[config.mk]
export PLATFORM = sky130hd
export DESIGN_NAME = eased_light_fade_sequencer
export DESIGN_NICKNAME = d
export VERILOG_FILES = /design/src/hdl/elfs_pkg.sv /design/src/hdl/eased_light_fade_sequencer.sv /design/src/hdl/elfs_cfg.sv /design/src/hdl/elfs_dp.sv /design/src/hdl/elfs_ctrl.sv
export SDC_FILE = /design/constraint.sdc
export NUM_CORES = 2
export LEC_CHECK = 0
export BUFFER_PORTS_ARGS = -buffer_cell sky130_fd_sc_hd__clkbuf_2
export CAP_MARGIN = 20
export CORE_MARGIN = 3
export CORE_UTILIZATION = 60
export DETAILED_ROUTE_END_ITERATION = 6
export PLACE_DENSITY = 0.79
export SLEW_MARGIN = 20
export SYNTH_ARGS = -nofsm -noshare
export SYNTH_HDL_FRONTEND = slang
export SYNTH_SLANG_ARGS = --single-unit
[constraint.sdc]
create_clock -name aclk -period 10.5 [get_ports aclk]
set_input_delay 0.525 -clock aclk [delete_from_list [all_inputs] [get_ports aclk]]
set_output_delay 0.525 -clock aclk [all_outputs]
set_load 0.02 [all_outputs]
[src/hdl/elfs_pkg.sv]
package elfs_pkg;

    // Colour temperature limits in mired, the shortest and longest fade in milliseconds and the elapsed-time ceiling.
    localparam logic [8:0]  CT_MIN      = 9'd200;
    localparam logic [8:0]  CT_MAX      = 9'd455;
    localparam logic [19:0] FADE_MIN    = 20'd1;
    localparam logic [19:0] FADE_MAX    = 20'd900000;
    localparam logic [19:0] ELAPSED_MAX = 20'hFFFFF;

    // Register values after reset.
    localparam logic [7:0]  RST_START_BRIGHTNESS = 8'd1;
    localparam logic [7:0]  RST_END_BRIGHTNESS   = 8'd128;
    localparam logic [8:0]  RST_START_COLOR_TEMP = 9'd455;
    localparam logic [8:0]  RST_END_COLOR_TEMP   = 9'd200;

    // Request kinds carried on the input tuser.
    typedef enum logic [1:0] {
        REQ_START = 2'd0,
        REQ_TICK  = 2'd1,
        REQ_STOP  = 2'd2
    } req_t;

    // Result status codes carried on the output tuser.
    typedef enum logic [2:0] {
        STAT_STARTED  = 3'd0,
        STAT_STEP     = 3'd1,
        STAT_FINISHED = 3'd2,
        STAT_FROZEN   = 3'd3,
        STAT_REJECTED = 3'd4
    } status_t;

    // Configuration register indexes.
    typedef enum logic [2:0] {
        CFG_START_BRIGHTNESS = 3'd0,
        CFG_END_BRIGHTNESS   = 3'd1,
        CFG_START_COLOR_TEMP = 3'd2,
        CFG_END_COLOR_TEMP   = 3'd3,
        CFG_FADE_LENGTH_MS   = 3'd4,
        CFG_FADE_ENABLE      = 3'd5
    } cfg_index_t;

    // Controller states.
    typedef enum logic [2:0] {
        ST_IDLE,
        ST_EVAL,
        ST_DIV,
        ST_MUL_T2,
        ST_MUL_S,
        ST_BLEND_B,
        ST_BLEND_C,
        ST_EMIT
    } state_t;

    // Current register contents.
    typedef struct packed {
        logic [7:0]  start_brightness;
        logic [7:0]  end_brightness;
        logic [8:0]  start_color_temp;
        logic [8:0]  end_color_temp;
        logic [19:0] fade_length_ms;
        logic        fade_enable;
    } cfg_t;

    // Commands from the controller to the datapath.
    typedef struct packed {
        logic load;
        logic start;
        logic tick;
        logic finish;
        logic stop;
        logic reject;
        logic div_step;
        logic mul_t2;
        logic mul_s;
        logic blend_b;
        logic blend_c;
        logic emit;
    } dp_cmd_t;

    // Status from the datapath to the controller.
    typedef struct packed {
        logic [1:0] req;
        logic       running;
        logic       enable;
        logic       reached;
        logic       div_last;
    } dp_stat_t;

endpackage

[src/hdl/eased_light_fade_sequencer.sv]
// Flow: start, stop, rejected and finishing tick requests go from the evaluate state to the emit state, which
// raises m_tvalid; an in-progress tick that has not reached the fade length first runs the one-bit-per-cycle
// divider, followed by two multiply steps and two blend steps.
// Requests are taken one at a time, since s_tready is high only in the idle state; a result
// still waiting in the output register holds off the next one.
// Reset: synchronous, active low; control, fade state and output valid clear; settings take their reset values.
module eased_light_fade_sequencer #(
    parameter int FRACTION_BITS = 16
) (
    input  logic        aclk,
    input  logic        aresetn,
    // Input stream
    input  logic        s_tvalid,
    output logic        s_tready,
    input  logic [15:0] s_tdata,   // [15:0] ms_passed
    input  logic [1:0]  s_tuser,   // [1:0] req_type
    // Result stream
    output logic        m_tvalid,
    input  logic        m_tready,
    output logic [23:0] m_tdata,   // [7:0] brightness, [16:8] color_temp,
                                   // [17] fade_running, [18] lamp_on, [23:19] zero
    output logic [2:0]  m_tuser,   // [2:0] status
    // Configuration write port
    input  logic        cfg_wr_en,
    input  logic [2:0]  cfg_index,
    input  logic [19:0] cfg_data
);

    elfs_pkg::cfg_t     cfg;
    elfs_pkg::dp_cmd_t  cmd;
    elfs_pkg::dp_stat_t stat;
    logic [7:0]         out_brightness;
    logic [8:0]         out_color_temp;
    logic [2:0]         out_status;
    logic               out_fade_running;
    logic               out_lamp_on;

    elfs_cfg u_cfg (
        .aclk      (aclk),
        .aresetn   (aresetn),
        .cfg_wr_en (cfg_wr_en),
        .cfg_index (cfg_index),
        .cfg_data  (cfg_data),
        .cfg       (cfg)
    );

    elfs_ctrl u_ctrl (
        .aclk     (aclk),
        .aresetn  (aresetn),
        .s_tvalid (s_tvalid),
        .s_tready (s_tready),
        .m_tvalid (m_tvalid),
        .m_tready (m_tready),
        .stat     (stat),
        .cmd      (cmd)
    );

    elfs_dp #(
        .FRACTION_BITS (FRACTION_BITS)
    ) u_dp (
        .aclk             (aclk),
        .aresetn          (aresetn),
        .cfg              (cfg),
        .cmd              (cmd),
        .stat             (stat),
        .s_req            (s_tuser),
        .s_ms             (s_tdata),
        .out_brightness   (out_brightness),
        .out_color_temp   (out_color_temp),
        .out_status       (out_status),
        .out_fade_running (out_fade_running),
        .out_lamp_on      (out_lamp_on)
    );

    // Pack the result beat.
    assign m_tdata = {5'd0, out_lamp_on, out_fade_running, out_color_temp, out_brightness};
    assign m_tuser = out_status;

endmodule

[src/hdl/elfs_cfg.sv]
module elfs_cfg (
    input  logic                 aclk,
    input  logic                 aresetn,
    input  logic                 cfg_wr_en,
    input  logic [2:0]           cfg_index,
    input  logic [19:0]          cfg_data,
    output elfs_pkg::cfg_t       cfg
);

    elfs_pkg::cfg_t cfg_reg;
    elfs_pkg::cfg_t cfg_next;
    logic [8:0]     ct_clamped;
    logic [19:0]    fade_clamped;

    // Write values are clamped into their legal ranges.
    always_comb begin
        if (cfg_data[8:0] < elfs_pkg::CT_MIN) begin
            ct_clamped = elfs_pkg::CT_MIN;
        end else if (cfg_data[8:0] > elfs_pkg::CT_MAX) begin
            ct_clamped = elfs_pkg::CT_MAX;
        end else begin
            ct_clamped = cfg_data[8:0];
        end
        if (cfg_data < elfs_pkg::FADE_MIN) begin
            fade_clamped = elfs_pkg::FADE_MIN;
        end else if (cfg_data > elfs_pkg::FADE_MAX) begin
            fade_clamped = elfs_pkg::FADE_MAX;
        end else begin
            fade_clamped = cfg_data;
        end
    end

    // Register write decode; indexes past the list are ignored.
    always_comb begin
        cfg_next = cfg_reg;
        if (cfg_wr_en) begin
            case (cfg_index)
                elfs_pkg::CFG_START_BRIGHTNESS: cfg_next.start_brightness = cfg_data[7:0];
                elfs_pkg::CFG_END_BRIGHTNESS:   cfg_next.end_brightness   = cfg_data[7:0];
                elfs_pkg::CFG_START_COLOR_TEMP: cfg_next.start_color_temp = ct_clamped;
                elfs_pkg::CFG_END_COLOR_TEMP:   cfg_next.end_color_temp   = ct_clamped;
                elfs_pkg::CFG_FADE_LENGTH_MS:   cfg_next.fade_length_ms   = fade_clamped;
                elfs_pkg::CFG_FADE_ENABLE:      cfg_next.fade_enable      = cfg_data[0];
                default:                        cfg_next = cfg_reg;
            endcase
        end
    end

    always_ff @(posedge aclk) begin
        if (!aresetn) begin
            cfg_reg.start_brightness <= elfs_pkg::RST_START_BRIGHTNESS;
            cfg_reg.end_brightness   <= elfs_pkg::RST_END_BRIGHTNESS;
            cfg_reg.start_color_temp <= elfs_pkg::RST_START_COLOR_TEMP;
            cfg_reg.end_color_temp   <= elfs_pkg::RST_END_COLOR_TEMP;
            cfg_reg.fade_length_ms   <= elfs_pkg::FADE_MAX;
            cfg_reg.fade_enable      <= 1'b0;
        end else begin
            cfg_reg <= cfg_next;
        end
    end

    assign cfg = cfg_reg;

endmodule

[src/hdl/elfs_dp.sv]
module elfs_dp #(
    parameter int FRACTION_BITS = 16
) (
    input  logic                 aclk,
    input  logic                 aresetn,
    input  elfs_pkg::cfg_t       cfg,
    input  elfs_pkg::dp_cmd_t    cmd,
    output elfs_pkg::dp_stat_t   stat,
    input  logic [1:0]           s_req,
    input  logic [15:0]          s_ms,
    output logic [7:0]           out_brightness,
    output logic [8:0]           out_color_temp,
    output logic [2:0]           out_status,
    output logic                 out_fade_running,
    output logic                 out_lamp_on
);

    localparam int F  = FRACTION_BITS;
    localparam int CW = $clog2(F);
    localparam logic [F+1:0] THREE_ONE = (F+2)'(3) << F;

    // Request capture
    logic [1:0]   req_reg;
    logic [15:0]  ms_reg;

    // Fade state
    logic         running_reg;
    logic [19:0]  elapsed_reg;
    logic [7:0]   last_b_reg;
    logic [8:0]   last_ct_reg;
    logic [2:0]   status_reg;

    // Settings latched at start
    logic [7:0]   lat_sb_reg;
    logic [7:0]   lat_eb_reg;
    logic [8:0]   lat_sc_reg;
    logic [8:0]   lat_ec_reg;
    logic [19:0]  lat_fade_reg;

    // Divider and multiplier stages
    logic [19:0]  rem_reg;
    logic [F-1:0] quo_reg;
    logic [CW-1:0] cnt_reg;
    logic [F-1:0] t2_reg;
    logic [F:0]   s_reg;

    // Result register
    logic [7:0]   ob_reg;
    logic [8:0]   oct_reg;
    logic [2:0]   ost_reg;
    logic         orun_reg;
    logic         olamp_reg;

    logic [20:0]  e_sum;
    logic [19:0]  e_sat;
    logic [20:0]  rem_shift;
    logic         rem_ge;
    logic [2*F-1:0] t2_full;
    logic [F+1:0] tw;
    logic [2*F+1:0] s_full;
    logic [8:0]   bl_a;
    logic [8:0]   bl_b;
    logic signed [9:0]   bl_diff;
    logic signed [F+11:0] bl_prod;
    logic signed [F+11:0] bl_num;
    logic [9:0]   bl_val;
    logic [8:0]   ct_clamped;

    // Elapsed time update with saturation.
    always_comb begin
        e_sum = {1'b0, elapsed_reg} + 21'(ms_reg);
        e_sat = e_sum[20] ? elfs_pkg::ELAPSED_MAX : e_sum[19:0];
    end

    // One restoring divide step: the remainder stays below the fade length while dividing.
    always_comb begin
        rem_shift = {rem_reg, 1'b0};
        rem_ge    = rem_shift >= {1'b0, lat_fade_reg};
    end

    // Smoothstep products: t*t, then t2*(3 - 2t).
    always_comb begin
        t2_full = (2*F)'(quo_reg) * (2*F)'(quo_reg);
        tw      = THREE_ONE - {1'b0, quo_reg, 1'b0};
        s_full  = (2*F+2)'(t2_reg) * (2*F+2)'(tw);
    end

    // Shared blend unit: start + (end - start) * s, truncated and floored at zero.
    always_comb begin
        bl_a    = cmd.blend_c ? lat_sc_reg : {1'b0, lat_sb_reg};
        bl_b    = cmd.blend_c ? lat_ec_reg : {1'b0, lat_eb_reg};
        bl_diff = $signed({1'b0, bl_b}) - $signed({1'b0, bl_a});
        bl_prod = (F+12)'(bl_diff) * $signed((F+12)'(s_reg));
        bl_num  = $signed((F+12)'({bl_a, {F{1'b0}}})) + bl_prod;
        bl_val  = bl_num[F+11] ? 10'd0 : bl_num[F+9:F];
        if (bl_val < 10'(elfs_pkg::CT_MIN)) begin
            ct_clamped = elfs_pkg::CT_MIN;
        end else if (bl_val > 10'(elfs_pkg::CT_MAX)) begin
            ct_clamped = elfs_pkg::CT_MAX;
        end else begin
            ct_clamped = bl_val[8:0];
        end
    end

    // Control state of the fade.
    always_ff @(posedge aclk) begin
        if (!aresetn) begin
            running_reg <= 1'b0;
            elapsed_reg <= '0;
            last_b_reg  <= '0;
            last_ct_reg <= '0;
        end else begin
            if (cmd.start) begin
                running_reg <= 1'b1;
                elapsed_reg <= '0;
                last_b_reg  <= cfg.start_brightness;
                last_ct_reg <= cfg.start_color_temp;
            end
            if (cmd.tick) begin
                elapsed_reg <= e_sat;
            end
            if (cmd.finish) begin
                running_reg <= 1'b0;
                last_b_reg  <= lat_eb_reg;
                last_ct_reg <= lat_ec_reg;
            end
            if (cmd.stop) begin
                running_reg <= 1'b0;
            end
            if (cmd.blend_b) begin
                last_b_reg <= bl_val[7:0];
            end
            if (cmd.blend_c) begin
                last_ct_reg <= ct_clamped;
            end
        end
    end

    // Payload registers: request, latched settings, arithmetic and result.
    always_ff @(posedge aclk) begin
        if (cmd.load) begin
            req_reg <= s_req;
            ms_reg  <= s_ms;
        end
        if (cmd.start) begin
            lat_sb_reg   <= cfg.start_brightness;
            lat_eb_reg   <= cfg.end_brightness;
            lat_sc_reg   <= cfg.start_color_temp;
            lat_ec_reg   <= cfg.end_color_temp;
            lat_fade_reg <= cfg.fade_length_ms;
            status_reg   <= elfs_pkg::STAT_STARTED;
        end
        if (cmd.tick) begin
            rem_reg <= e_sat;
            quo_reg <= '0;
            cnt_reg <= '0;
        end
        if (cmd.finish) begin
            status_reg <= elfs_pkg::STAT_FINISHED;
        end
        if (cmd.stop) begin
            status_reg <= elfs_pkg::STAT_FROZEN;
        end
        if (cmd.reject) begin
            status_reg <= elfs_pkg::STAT_REJECTED;
        end
        if (cmd.div_step) begin
            rem_reg <= rem_ge ? 20'(rem_shift - {1'b0, lat_fade_reg}) : rem_shift[19:0];
            quo_reg <= {quo_reg[F-2:0], rem_ge};
            cnt_reg <= cnt_reg + 1'b1;
        end
        if (cmd.mul_t2) begin
            t2_reg <= t2_full[2*F-1:F];
        end
        if (cmd.mul_s) begin
            s_reg <= s_full[2*F:F];
        end
        if (cmd.blend_c) begin
            status_reg <= elfs_pkg::STAT_STEP;
        end
        if (cmd.emit) begin
            ob_reg    <= last_b_reg;
            oct_reg   <= last_ct_reg;
            ost_reg   <= status_reg;
            orun_reg  <= running_reg;
            olamp_reg <= last_b_reg != 8'd0;
        end
    end

    always_comb begin
        stat.req      = req_reg;
        stat.running  = running_reg;
        stat.enable   = cfg.fade_enable;
        stat.reached  = e_sat >= lat_fade_reg;
        stat.div_last = cnt_reg == CW'(F - 1);
    end

    assign out_brightness   = ob_reg;
    assign out_color_temp   = oct_reg;
    assign out_status       = ost_reg;
    assign out_fade_running = orun_reg;
    assign out_lamp_on      = olamp_reg;

endmodule

[src/hdl/elfs_ctrl.sv]
module elfs_ctrl (
    input  logic                 aclk,
    input  logic                 aresetn,
    input  logic                 s_tvalid,
    output logic                 s_tready,
    output logic                 m_tvalid,
    input  logic                 m_tready,
    input  elfs_pkg::dp_stat_t   stat,
    output elfs_pkg::dp_cmd_t    cmd
);

    elfs_pkg::state_t state_reg;
    elfs_pkg::state_t state_next;
    logic             out_valid_reg;
    logic             out_valid_next;
    logic             out_free;
    logic             tick_ok;

    assign out_free = !out_valid_reg || m_tready;
    assign tick_ok  = stat.req == elfs_pkg::REQ_TICK && stat.running;

    // Next state
    always_comb begin
        state_next = state_reg;
        case (state_reg)
            elfs_pkg::ST_IDLE: begin
                if (s_tvalid) begin
                    state_next = elfs_pkg::ST_EVAL;
                end
            end
            elfs_pkg::ST_EVAL: begin
                if (tick_ok && !stat.reached) begin
                    state_next = elfs_pkg::ST_DIV;
                end else begin
                    state_next = elfs_pkg::ST_EMIT;
                end
            end
            elfs_pkg::ST_DIV: begin
                if (stat.div_last) begin
                    state_next = elfs_pkg::ST_MUL_T2;
                end
            end
            elfs_pkg::ST_MUL_T2:  state_next = elfs_pkg::ST_MUL_S;
            elfs_pkg::ST_MUL_S:   state_next = elfs_pkg::ST_BLEND_B;
            elfs_pkg::ST_BLEND_B: state_next = elfs_pkg::ST_BLEND_C;
            elfs_pkg::ST_BLEND_C: state_next = elfs_pkg::ST_EMIT;
            elfs_pkg::ST_EMIT: begin
                if (out_free) begin
                    state_next = elfs_pkg::ST_IDLE;
                end
            end
            default: state_next = elfs_pkg::ST_IDLE;
        endcase
    end

    // Datapath commands
    always_comb begin
        cmd      = '0;
        s_tready = 1'b0;
        case (state_reg)
            elfs_pkg::ST_IDLE: begin
                s_tready = 1'b1;
                cmd.load = s_tvalid;
            end
            elfs_pkg::ST_EVAL: begin
                case (stat.req)
                    elfs_pkg::REQ_START: begin
                        cmd.start  = stat.enable && !stat.running;
                        cmd.reject = !(stat.enable && !stat.running);
                    end
                    elfs_pkg::REQ_TICK: begin
                        cmd.tick   = stat.running;
                        cmd.finish = stat.running && stat.reached;
                        cmd.reject = !stat.running;
                    end
                    elfs_pkg::REQ_STOP: begin
                        cmd.stop   = stat.running;
                        cmd.reject = !stat.running;
                    end
                    default: cmd.reject = 1'b1;
                endcase
            end
            elfs_pkg::ST_DIV:     cmd.div_step = 1'b1;
            elfs_pkg::ST_MUL_T2:  cmd.mul_t2   = 1'b1;
            elfs_pkg::ST_MUL_S:   cmd.mul_s    = 1'b1;
            elfs_pkg::ST_BLEND_B: cmd.blend_b  = 1'b1;
            elfs_pkg::ST_BLEND_C: cmd.blend_c  = 1'b1;
            elfs_pkg::ST_EMIT:    cmd.emit     = out_free;
            default: cmd = '0;
        endcase
    end

    // Output valid: set when a result is loaded, cleared when the beat is taken.
    always_comb begin
        if (cmd.emit) begin
            out_valid_next = 1'b1;
        end else if (m_tready) begin
            out_valid_next = 1'b0;
        end else begin
            out_valid_next = out_valid_reg;
        end
    end

    always_ff @(posedge aclk) begin
        if (!aresetn) begin
            state_reg     <= elfs_pkg::ST_IDLE;
            out_valid_reg <= 1'b0;
        end else begin
            state_reg     <= state_next;
            out_valid_reg <= out_valid_next;
        end
    end

    assign m_tvalid = out_valid_reg;

endmodule

==> metrics.csv <==
metric,value,unit
regArea,7017,um2
drt_iter0_drc,1692,
rr_startpoint,u_ctrl.state_reg[0],
syn_inst,3646,
fp-row-count,86,
synth-edff-count,167,
cts.sinks,267,
hold_depth,1,
grt_use_total,0.2599,
gr-usage-met3,0.03259,
synth_area_per_cell,9.215,um2
diodes,0,
area_delta_synth_final,5.888,%
reg2regPathDepth,37,
finalSetupViolCount,0,
ant_nets,0,
wl_per_cell,17.06,um
worstHoldPathType,input pin to flop,
use_met2,0.4451,
max_freq,103.9,MHz
firstDrtPassIters,6,
dieWidth,242.6,um
ys_seq_area_frac,0.2088,
cts_setup_buffers,0,
grt_pass1_vias,25490,
fin_skew,19.99,ps
ys.flop_type,edfxtp_1,
cts_inserted_buffers,29,
multi_input_area,23330,um2
drive_above_1_share,0.05578,
hold_path_end,u_dp.ms_reg[4],
fp.dieH,242.6,um
port_buffers,69,
grt_max_degree,76,
startpoint_type,flop,
status,completed,
syn-cell-area,33600,um2
cts_tree,built,
initial_utilization,0.6087,
required,11020,ps
grt.busiest_layer,met2,
slew_headroom,0.2862,
fin_crit_sh,0.9168,
rsz0062_at_grt,no,
maxCapViolations,0,
fillCellCount,4385,
timing.setup.tns,0,ps
critPathCaptureType,flop,
critPathLaunch,u_ctrl.state_reg[0],
die_area,58870,um2
clockRootBuffer,clkbuf_16,
synth_cell_types,84,
final-max-slew-violation-count,0,
core_area,55200,um2
worstPathArrival,10150,ps
wirelength,75.14,mm
cts_resized,0,
crit_path_max_fanout,16,
slowest_delay,600,ps
fin_crit,9627,ps
final_nets,4524,
r2r-end,u_dp.last_ct_reg[0],
dp_hpwl,58.32,mm
ios,75,
gp_congestion,0.9022,
insertion_delay,590,ps
antenna_found_initial,0,
grt_overflow,0,
critPathKind,flop to flop,
grt_pass1_wl,125.6,mm
clockBufferDepth,3,
viasPerCell,5.595,
largest_reg_flops,55,
synth-async-reset-ratio,0,
ys_seq_elements,267,
drc,0,
holdCritStartpoint,s_tdata[4],
cp_common_cell,fa_1,
clk_pin_slew,70,ps
ctsHtreeMaxLevel,1,
vias,24640,
timing_hold_violations_final,0,
r2r_slack,870,ps
use_met1,0.3496,
ys_warn_count,0,
critPathSlowestCell,or4_1,
tightest_slew,1067,ps
holdBufCountCts,0,
-- cell families after synthesis --
logic type	Yosys count	share of synthesized area
adders and majority gates	846	0.4264
DFF	267	0.2088
xor gates and xnor gates	100	0.02607
muxes	21	0.006554
and+or+nand+nor	1132	0.1561
AOI/OAI and AO/OA	407	0.07765
buffers and inverters	872	0.09828
other	1	0.0001116
-- per-layer routing --
layer / vias up / wire length, um
li1: 11430 / -
met3: 194 / 5363
met5: - / 0
met4: 0 / 2263
met1: 12100 / 30860
met2: 925 / 36650
-- how the worst max path moves through the flow --
stage | end | cells after the start
final | u_dp.last_ct_reg[0] | 37
after global routing | u_dp.last_ct_reg[0] | 35
after CTS | u_dp.last_ct_reg[0] | 37
after detailed placement | u_dp.last_ct_reg[0] | 37
after global placement | u_dp.last_ct_reg[0] | 37
after floorplan | u_dp.last_ct_reg[0] | 41
-- cell usage in the layout (no fill, tap or decap), drive strengths merged, types with 69 or more instances in the layout --
cell	n
edfxtp	167
dfxtp	100
fa	499
inv	713
nand2	489
xnor2	69
o21ai	78
a21oi	144
and2	203
nor2	210
clkbuf	106
ha	345
-- layout make-up --
class	count	area share
multi-input combinational	2511	0.6558
clock inverter	17	0.004994
timing repair buffer	111	0.01857
clock buffer	37	0.02180
inverter	714	0.07533
sequential	267	0.1972
tap	748	0.02631
-- per-stage QoR --
step	hold slack, ps	cells	utilization	setup WS, ps	area (um2)
6_report	115.1	4405	0.6445	873.3	35580
5_1_grt	107.9	4405	0.6445	187.7	35580
4_1_cts	98.95	4405	0.6443	766.5	35560
3_5_place_dp	416.1	4351	0.6270	793.8	34610
3_3_place_gp	412.5	4351	0.6269	1119	34610
2_1_floorplan	403.0	3650	-	1340	33610
-- worst max-delay path, delay by kind of cell, from the launching register on --
kind,cells,cell delay [ps]
muxes,1,320
and+or+nand+nor,8,1920
AOI/OAI and AO/OA,13,2410
adders and majority gates,9,3800
buffers and inverters,6,710
DFF,1,380
-- cells in the mapped netlist (14+ instances only) --
library cell | number | area share
clkbuf_1 | 141 | 0.016
a21o_1 | 28 | 0.0063
dfxtp_1 | 100 | 0.060
a21oi_1 | 143 | 0.021
nor3_1 | 32 | 0.0048
nand4_1 | 16 | 0.0030
o21a_1 | 21 | 0.0047
nand2_1 | 488 | 0.055
nand2b_1 | 24 | 0.0045
and2_1 | 201 | 0.037
inv_1 | 708 | 0.079
a211oi_1 | 26 | 0.0058
fa_1 | 499 | 0.30
o21ai_0 | 77 | 0.011
nor2b_1 | 41 | 0.0076
xnor2_1 | 69 | 0.018
o211ai_1 | 14 | 0.0031
edfxtp_1 | 167 | 0.15
nand3_1 | 62 | 0.0092
ha_1 | 345 | 0.13
a31oi_1 | 16 | 0.0030
xor2_1 | 31 | 0.0081
nor2_1 | 210 | 0.023
Power is left out: the tool's default activity adds up to more than one toggle a clock period on the data nets, which glitch-free logic cannot reach.
